==> config.mk <==
export PLATFORM = sky130hd
export DESIGN_NAME = dae_ctrl
export DESIGN_NICKNAME = d
export VERILOG_FILES = /design/src/rtl/core/dae_pkg.sv /design/src/rtl/core/dae_ctrl.sv
export SDC_FILE = /design/constraint.sdc
export NUM_CORES = 1
export LEC_CHECK = 0
export ABC_AREA = 1
export ABC_CLOCK_PERIOD_IN_PS = 1460
export BUFFER_PORTS_ARGS = -buffer_cell sky130_fd_sc_hd__buf_2
export CAP_MARGIN = 10
export CORE_AREA = 2 2 39 41
export CTS_CLUSTER_SIZE = 8
export DETAILED_ROUTE_END_ITERATION = 6
export DIE_AREA = 0 0 41 43
export GPL_TIMING_DRIVEN = 1
export REMOVE_ABC_BUFFERS = 1
export SLEW_MARGIN = 20
export SYNTH_ARGS = -nofsm -noshare
export SYNTH_HDL_FRONTEND = slang
export SYNTH_SLANG_ARGS = --single-unit
==> constraint.sdc <==
create_clock -name clk -period 1.46 [get_ports clk]
set_input_delay 0.292 -clock clk [delete_from_list [all_inputs] [get_ports clk]]
set_output_delay 0.292 -clock clk [all_outputs]
set_load 0.01 [all_outputs]
==> src/rtl/core/dae_pkg.sv <==
`timescale 1ns / 1ps
// Shared types, constants and saturating helpers for the delete-and-earn block.
// No dependencies; used by dae_ctrl, dae_dp and the top level.
package dae_pkg;

  localparam int VALUE_RANGE = 1024;
  localparam int SCORE_W     = 32;
  localparam int VAL_W       = 10;
  localparam int OUT_W       = 32;
  localparam int ADDR_W      = (VALUE_RANGE > 1) ? $clog2(VALUE_RANGE) : 1;

  typedef logic [SCORE_W-1:0] score_t;
  typedef logic [ADDR_W-1:0]  addr_t;

  // Controller to datapath
  typedef struct packed {
    logic clr_wr;     // clearing pass: zero mem[idx]
    logic accept;     // take a word, read its bucket
    logic load_wr;    // write back bucket + value
    logic walk_init;  // zero the recurrence registers
    logic walk_rd;    // read mem[idx] for the walk
    logic idx_clr;    // return idx to zero
    logic emit;       // register the result and strobe it
  } dp_cmd_t;

  // Datapath to controller
  typedef struct packed {
    logic idx_at_top;
    logic idx_at_largest;
    logic last_r;
  } dp_sts_t;

  function automatic score_t sat_add(score_t a, score_t b);
    logic [SCORE_W:0] s;
    s = {1'b0, a} + {1'b0, b};
    return s[SCORE_W] ? {SCORE_W{1'b1}} : s[SCORE_W-1:0];
  endfunction

  function automatic logic in_range(logic [VAL_W-1:0] v);
    logic [32+VAL_W-1:0] w;
    w = {32'd0, v};
    return w < (32+VAL_W)'(VALUE_RANGE);
  endfunction

  function automatic addr_t to_addr(logic [VAL_W-1:0] v);
    logic [ADDR_W+VAL_W-1:0] w;
    w = {{ADDR_W{1'b0}}, v};
    return w[ADDR_W-1:0];
  endfunction

  function automatic score_t val_to_score(logic [VAL_W-1:0] v);
    logic [SCORE_W+VAL_W-1:0] w;
    w = {{SCORE_W{1'b0}}, v};
    return w[SCORE_W-1:0];
  endfunction

  function automatic logic [OUT_W-1:0] to_out(score_t s);
    logic [OUT_W+SCORE_W-1:0] w;
    w = {{OUT_W{1'b0}}, s};
    return (w[OUT_W+SCORE_W-1:OUT_W] != '0) ? {OUT_W{1'b1}} : w[OUT_W-1:0];
  endfunction

endpackage

==> src/rtl/core/dae_ctrl.sv <==
`timescale 1ns / 1ps
// Controller: sequences clearing pass, load read-modify-write, walk and emit.
// Depends on dae_pkg; commands dae_dp through dp_cmd_t.
module dae_ctrl (
  input  logic             clk,
  input  logic             rst,
  input  logic             start,
  output logic             busy,
  input  dae_pkg::dp_sts_t sts,
  output dae_pkg::dp_cmd_t cmd
);

  localparam logic [2:0] ST_CLEAR = 3'd0;
  localparam logic [2:0] ST_IDLE  = 3'd1;
  localparam logic [2:0] ST_LOAD  = 3'd2;
  localparam logic [2:0] ST_WALK  = 3'd3;
  localparam logic [2:0] ST_DRAIN = 3'd4;

  logic [2:0] state;
  logic [2:0] state_next;

  assign busy = (state != ST_IDLE);

  always_comb begin
    cmd        = '0;
    state_next = state;
    case (state)
      ST_CLEAR: begin
        cmd.clr_wr = 1'b1;
        if (sts.idx_at_top) begin
          cmd.idx_clr = 1'b1;
          state_next  = ST_IDLE;
        end
      end
      ST_IDLE: begin
        if (start) begin
          cmd.accept = 1'b1;
          state_next = ST_LOAD;
        end
      end
      ST_LOAD: begin
        cmd.load_wr = 1'b1;
        if (sts.last_r) begin
          cmd.walk_init = 1'b1;
          cmd.idx_clr   = 1'b1;
          state_next    = ST_WALK;
        end else begin
          state_next = ST_IDLE;
        end
      end
      ST_WALK: begin
        cmd.walk_rd = 1'b1;
        if (sts.idx_at_largest) begin
          cmd.idx_clr = 1'b1;
          state_next  = ST_DRAIN;
        end
      end
      ST_DRAIN: begin
        cmd.emit   = 1'b1;
        state_next = ST_IDLE;
      end
      default: begin
        state_next = ST_IDLE;
      end
    endcase
  end

  always_ff @(posedge clk) begin
    if (rst) begin
      state <= ST_CLEAR;
    end else begin
      state <= state_next;
    end
  end

  a_accept_load: assert property (@(posedge clk) disable iff (rst)
    (state == ST_IDLE && start) |=> (state == ST_LOAD))
    else $error("accepted word did not enter load");

  a_walk_end: assert property (@(posedge clk) disable iff (rst)
    (state == ST_WALK && sts.idx_at_largest) |=> (state == ST_DRAIN))
    else $error("walk did not stop at largest value");

  a_clear_done: assert property (@(posedge clk) disable iff (rst)
    (state == ST_CLEAR && sts.idx_at_top) |=> (state == ST_IDLE))
    else $error("clearing pass overran");

endmodule

==> results of run 1 <==
-- power groups by stage --
stage	Sequential [uW]	Clock (uW)	Combinational (uW)
final	115	143	147
after global routing	117	166	169
after CTS	108	152	130
after detailed placement	106	0	125
after global placement	105	0	124
after floorplan	104	0	81.6
-- how the worst min path moves through the flow --
stage / to / slack [ns] / depth (start not counted)
finish: state[2] / 0.23 / 2
CTS: state[2] / 0.22 / 2
global route: state[2] / 0.22 / 2
detailed placement: state[2] / 0.48 / 2
floorplan: state[2] / 0.36 / 1
global placement: state[2] / 0.48 / 2
-- placed cells by master (no fill, tap or decap), drive strengths merged --
| master | synthesis | layout |
|---|---|---|
| buf | 1 | 16 |
| nand2 | 10 | 10 |
| nor2 | 9 | 9 |
| inv | 8 | 8 |
| nand3 | 4 | 4 |
| clkbuf | 0 | 4 |
| dfxtp | 3 | 3 |
| o211ai | 1 | 1 |
| nor3 | 1 | 1 |
-- area by class of cell --
| cell class | count | area, um2 | share of cell area (%) |
|---|---|---|---|
| inverters | 8 | 30.0 | 8.03 |
| well taps | 16 | 20.0 | 5.35 |
| multi-input cells | 25 | 139 | 37.1 |
| repair buffers | 16 | 87.6 | 23.4 |
| clock buffers | 4 | 26.3 | 7.02 |
| flip-flops and latches | 3 | 71.3 | 19.1 |
-- logic make-up (layout without fill, tap and decap cells) --
logic type             Yosys count  count (layout)
flip-flops                       3               3
AND/OR/NAND/NOR                 24              24
AO/OA/AOI/OAI                    1               1
buffers and inverters            9              28
-- worst max-delay path: stages (launching register included) --
cell      delay [ns]
dfxtp_4         0.36
inv_2           0.07
nand2_2         0.06
nor2_4          0.11
nand2_2         0.07
o211ai_1        0.08
buf_2           0.16
-- metrics by stage --
stage          total power [uW]  setup WS (ns)  utilization, %  std cells
3_5_place_dp                231          0.188            20.7         65
5_1_grt                     452        -0.0525            27.0         72
4_1_cts                     391        0.00325            23.6         70
2_1_floorplan               185          0.259               -         36
3_3_place_gp                229          0.213            20.7         65
6_report                    405         0.0372            27.0         72
-- what timing repair did --
item / 4_1_cts / 5_1_grt
endpoints found under the setup margin: 1 / 2
resized for setup: 5 / 11
setup buffers: 1 / 2
hold endpoints to repair: 0 / 0
pin swaps: 1 / 4
-- per-layer routing --
layer | part of all wire [%] | wire length, um | GRT usage, % | vias up
li1 | - | - | - | 149
met1 | 38 | 208 | 6.41 | 113
met2 | 52 | 285 | 11.3 | 10
met3 | 9.0 | 49 | 6.28 | 0
met4 | 0 | 0 | 6.00 | 0
met5 | 0 | 0 | 0 | -
==> results.md, run 1 <==
- CTS tree: built
- Final WL: 543 um
- Initial DRC Count: 5
- Hold_sp: rst
- Port bufs: 13
- Leading cell types by count after synthesis: nand2_1 (10), inv_1 (8), nor2_1 (8)
- Largest cells by area after synthesis: dfxtp_1 (29%), nand2_1 (18%), inv_1 (14%), nor2_1 (14%), nand3_1 (9.6%)
- Clock power frac: 35.2%
- Maxcap violations: 0
- Area of the mapped netlist: 209 um2
- Seq cells post-synth: 3
- WP data required: 1.17 ns
- Aggregate global-route resource usage: 7.72%
- Synth Area in Compound Gates: 3.59%
- Max IR drop VDD: 0.333 mV
- Seq/Total Area, Yosys: 28.7%
- Setup Crit Path Kind: register to output port
- FP Rows: 14
- Slew Limit Fails: 0
- Relative slew slack: 89.5%
- Worst setup SP type: register
- H-tree depth: 1
- Switching power: 140 uW
- Core area: 1380 um2
- Mean Syn Cell Area: 5.65 um2
- Worst-margin pin slew: 0.157 ns
- Initial antenna violation count: 0
- Die Ht: 43 um
- Synth Instances: 37
- Hpwl dp: 425 um
- Post-Synth Simple-Gate Area: 49.7%
- Final Cycle Share: 97.5%
- CP Data Arrival Time: 1.13 ns
- Worst-Skew Late Latency: 0.23 ns
- Synth Area in Adders: 0%
- Largest family of logic cells by synthesized area: simple AND/OR/NAND/NOR gates
- Largest net degree at the start of global routing: 8
- Post-Synth XOR/XNOR Area: 0%
- Fillers: 156
- First-pass GRT wire length: 807 um
- Routability cong.: 0.641
- Yosys warns: 0
- RSZ-0062 raised after global routing: yes
- Sink Count: 3
- CTS clk-pin slew, worst paths: 0.03 ns
- Endpoints failing setup: 0
- Clock root buffer: clkbuf_4
- Initial Util: 15.1%
- Longest Clk Path Bufs: 2
- End of the critical path: cmd[1]
- Flop pwr share: 28.4%
- DR WL/cell: 7.54 um
- Final TNS setup: 0 ns
- DRC violations left: 0
- Max frequency: 0.703 GHz
- Max FO, Critical Path: 3
- Status: complete, no violations
- Ant diodes: 0
- Asr flop ratio synth: 0%
- Detail Route Antenna Nets: 0
- Distinct cell type count after synthesis: 9
- Largest regs: state x3
- Initial DRT Pass Iterations: 4
- Top FF cell, synth: dfxtp_1
- Combinational power share: 36.3%
- Internal reg-to-reg setup slack: 0.43 ns
- Chip Width: 41 um
- Switching portion of total power: 34.6%
- Hold Crit Class: primary input to register
- Final hold slack: 0.229 ns
- Worst r2r dst: state[1]
- Worst r2r path cells: 8
- Post-synth EDFFs: 0
- Most frequent cell after synthesis: nand2_1
- CP endpoint kind: output port
- Total vias in the final route: 272
- Final min period: 1.42 ns
- Nets: 63
- Power density cells: 1080 nW/um2
- Synth area leader: dfxtp_1
- Worst Skew: 0.00300 ns
- Leakage: 0.000212 uW
- Share of layout cells above drive strength 1: 55.4%
- Vias per cell: 3.78
- Post-CTS Hold Buffers: 0
- # IOs: 14
- Reg2reg start: state[2]
- Design area: 374 um2
- CP Launch Point: state[2]
- Vias in the first global route: 228
- CTS Buf Count: 3
- Placed Area: 287 um2
- Yosys top cell area share: 28.7%
- Global route total overflow: 0
- Area grow syn2layout: 79.0%
- Largest register FFs: 3
- Mux contribution to synthesized area: 0%
- Internal power: 265 uW
- Register bank with the most flops: state
- Hold Fails Final Rpt: 0
- Die area: 1760 um2
Power figures use the tool's default switching activity.
==> run 2, diff against run 1 <==
--- a/config.mk
+++ b/config.mk
@@ -15,6 +15,7 @@
 export DIE_AREA = 0 0 41 43
 export GPL_TIMING_DRIVEN = 1
 export REMOVE_ABC_BUFFERS = 1
+export SETUP_SLACK_MARGIN = 0.2
 export SLEW_MARGIN = 20
 export SYNTH_ARGS = -nofsm -noshare
 export SYNTH_HDL_FRONTEND = slang
==> run 2 against run 1 <==
- clock skew is 0.00069 ns higher
- sequential power about the same
- register-to-register slack is essentially flat
- global-route usage is the same
- final cell count did not move
- sequential share of layout area shrank 0.31 points
- setup slack better by 0.012 ns
- first-iteration DRC count is 40% lower
- design area grew 1.7%
- power increased by 1.2%
- non-clock buffer count unchanged
- highest routed layer unchanged
==> results.md, run 2 (synthesis gave the netlist of run 1 again) <==
- Hold_sp: rst
- Die area: 1760 um2 (unchanged)
- Detail Route Antenna Nets: 0 (unchanged)
- Initial antenna violation count: 0 (unchanged)
- Max IR drop VDD: 0.332 mV (-0.16%)
- Final Non-Filler Cells: 72 (unchanged)
- Ant diodes: 0 (unchanged)
- Power density cells: 1080 nW/um2 (-0.43%)
- Port bufs: 13 (unchanged)
- # IOs: 14 (unchanged)
- Relative slew slack: 89.4% (-0.11 points)
- Largest net degree at the start of global routing: 8 (unchanged)
- Worst r2r path cells: 8 (unchanged)
- Chip Width: 41 um (unchanged)
- FP Rows: 14 (unchanged)
- Longest Clk Path Bufs: 2 (unchanged)
- Sink Count: 3 (unchanged)
- Final Cycle Share: 96.7% (-0.79 points)
- Area grow syn2layout: 82.0%
- Worst-margin pin slew: 0.158 ns (+0.00159 ns)
- CTS tree: built
- Die Ht: 43 um (unchanged)
- WP data required: 1.17 ns (about the same)
- Worst r2r dst: state[1]
- Core area: 1380 um2 (unchanged)
- Hold Crit Endpoint: state[2]
- Initial Util: 15.1% (unchanged)
- H-tree depth: 1 (unchanged)
- Max frequency: 0.709 GHz (+0.82%)
- Hpwl dp: 425 um (unchanged)
- Total power draw: 410 uW (+1.2%)
- Setup Crit Path Kind: register to output port
- Commonest cells after routing, fill and taps aside: buf_2 (12), inv_1 (7), nor2_1 (6)
- Internal reg-to-reg setup slack: 0.44 ns (about the same)
- First-pass GRT wire length: 807 um (unchanged)
- Nets: 63 (unchanged)
- Worst Skew: 0.00369 ns (+0.000687 ns)
- CTS clk-pin slew, worst paths: 0.03 ns (about the same)
- CTS Buf Count: 3 (unchanged)
- Aggregate global-route resource usage: 7.72% (unchanged)
- Worst-Skew Late Latency: 0.23 ns (about the same)
- Initial DRC Count: 3 (-2)
- Final hold slack: 0.229 ns (+0.000463 ns)
- Slew Limit Fails: 0 (unchanged)
- Total vias in the final route: 275 (+1.1%)
- Maxcap violations: 0 (unchanged)
- Hold Fails Final Rpt: 0 (unchanged)
- Largest regs: state x3
- DRC violations left: 0 (unchanged)
- Leakage: 0.000213 uW (+0.45%)
- Worst setup SP type: register
- Most common cell after layout, fill and taps aside: buf_2
- Clock root buffer: clkbuf_4
- RSZ-0062 raised after global routing: yes
- Final WL: 551 um (+1.5%)
- Largest register FFs: 3 (unchanged)
- Register bank with the most flops: state
- CP Launch Point: state[2]
- Hold Path Depth: 2 (unchanged)
- DR WL/cell: 7.65 um (+1.5%)
- Final min period: 1.41 ns (-0.0116 ns)
- Routability cong.: 0.641 (unchanged)
- Endpoints failing setup: 0 (unchanged)
- Share of layout cells above drive strength 1: 55.4% (unchanged)
- Vias per cell: 3.82 (+1.1%)
- Post-layout util: 27.5% (+0.45 points)
- Reg2reg start: state[2]
- Post-CTS Hold Buffers: 0 (unchanged)
- Initial DRT Pass Iterations: 4 (unchanged)
- Vias in the first global route: 232 (+1.8%)
- Global route total overflow: 0 (unchanged)
- Hold Crit Class: primary input to register
- DP Cell Count: 65 (unchanged)
- Status: complete, no violations
- Max FO, Critical Path: 3 (unchanged)
- CP endpoint kind: output port
- CP Data Arrival Time: 1.12 ns (about the same)
- Fillers: 160 (+2.6%)
## run 2: cell counts in the layout (fill, tap and decap cells not counted)
No cell type changed its count.
## run 2: final cells by class
class	count	area (um2)	share of cell area, %
inverters	8	30.0	7.89
well taps	16	20.0	5.26
repair buffers	16	93.8	24.7
clock buffers	4	26.3	6.91
flip-flops and latches	3	71.3	18.7
multi-input cells	25	139	36.5
## run 2: worst max path at each step
stage               slack, ns  cells after the start     end
global placement         0.21                      6  cmd[1]
floorplan                0.26                      5  cmd[1]
finish                   0.05                      6  cmd[1]
detailed placement       0.19                      5  cmd[1]
CTS                     0.007                      5  cmd[1]
global route            -0.04                      6  cmd[1]
## run 2: metrics by stage
step	TNS, ns	setup WS, ns	area, um2
floorplan	0	0.259	201
global placement	0	0.213	287
detailed placement	0	0.188	287
CTS	0	0.00719	337
global route	-0.0414	-0.0414	380
finish	0	0.0488	380
## run 2: layer usage
metal  vias to the layer above  GRT usage, %  part of all wire (%)
li1                        148             -                     -
met1                       115          6.41                    37
met2                        12          11.3                    53
met5                         -             0                     0
met3                         0          6.28                    10
met4                         0          6.00                     0
## run 2: what timing repair did
action | 4_1_cts | 5_1_grt
gates resized for setup | 6 | 11
endpoints found under the setup margin | 8 | 8
buffers inserted | 2 | 1
pin swaps | 1 | 5
## run 2: worst max-delay path, cell delays in order (launching register included)
cell and delay, ns:
dfxtp_4 0.36, inv_2 0.07, nand2_2 0.06, nor2_4 0.11, nand2_2 0.07, o211ai_1 0.08
buf_2 0.16
## run 2: report_power, final
part           switching, uW  total (uW)  internal, uW  leakage, uW
Clock                   40.2         142           102    0.0000150
Sequential              20.5         115          94.7    0.0000267
Combinational           80.0         153          72.8     0.000171
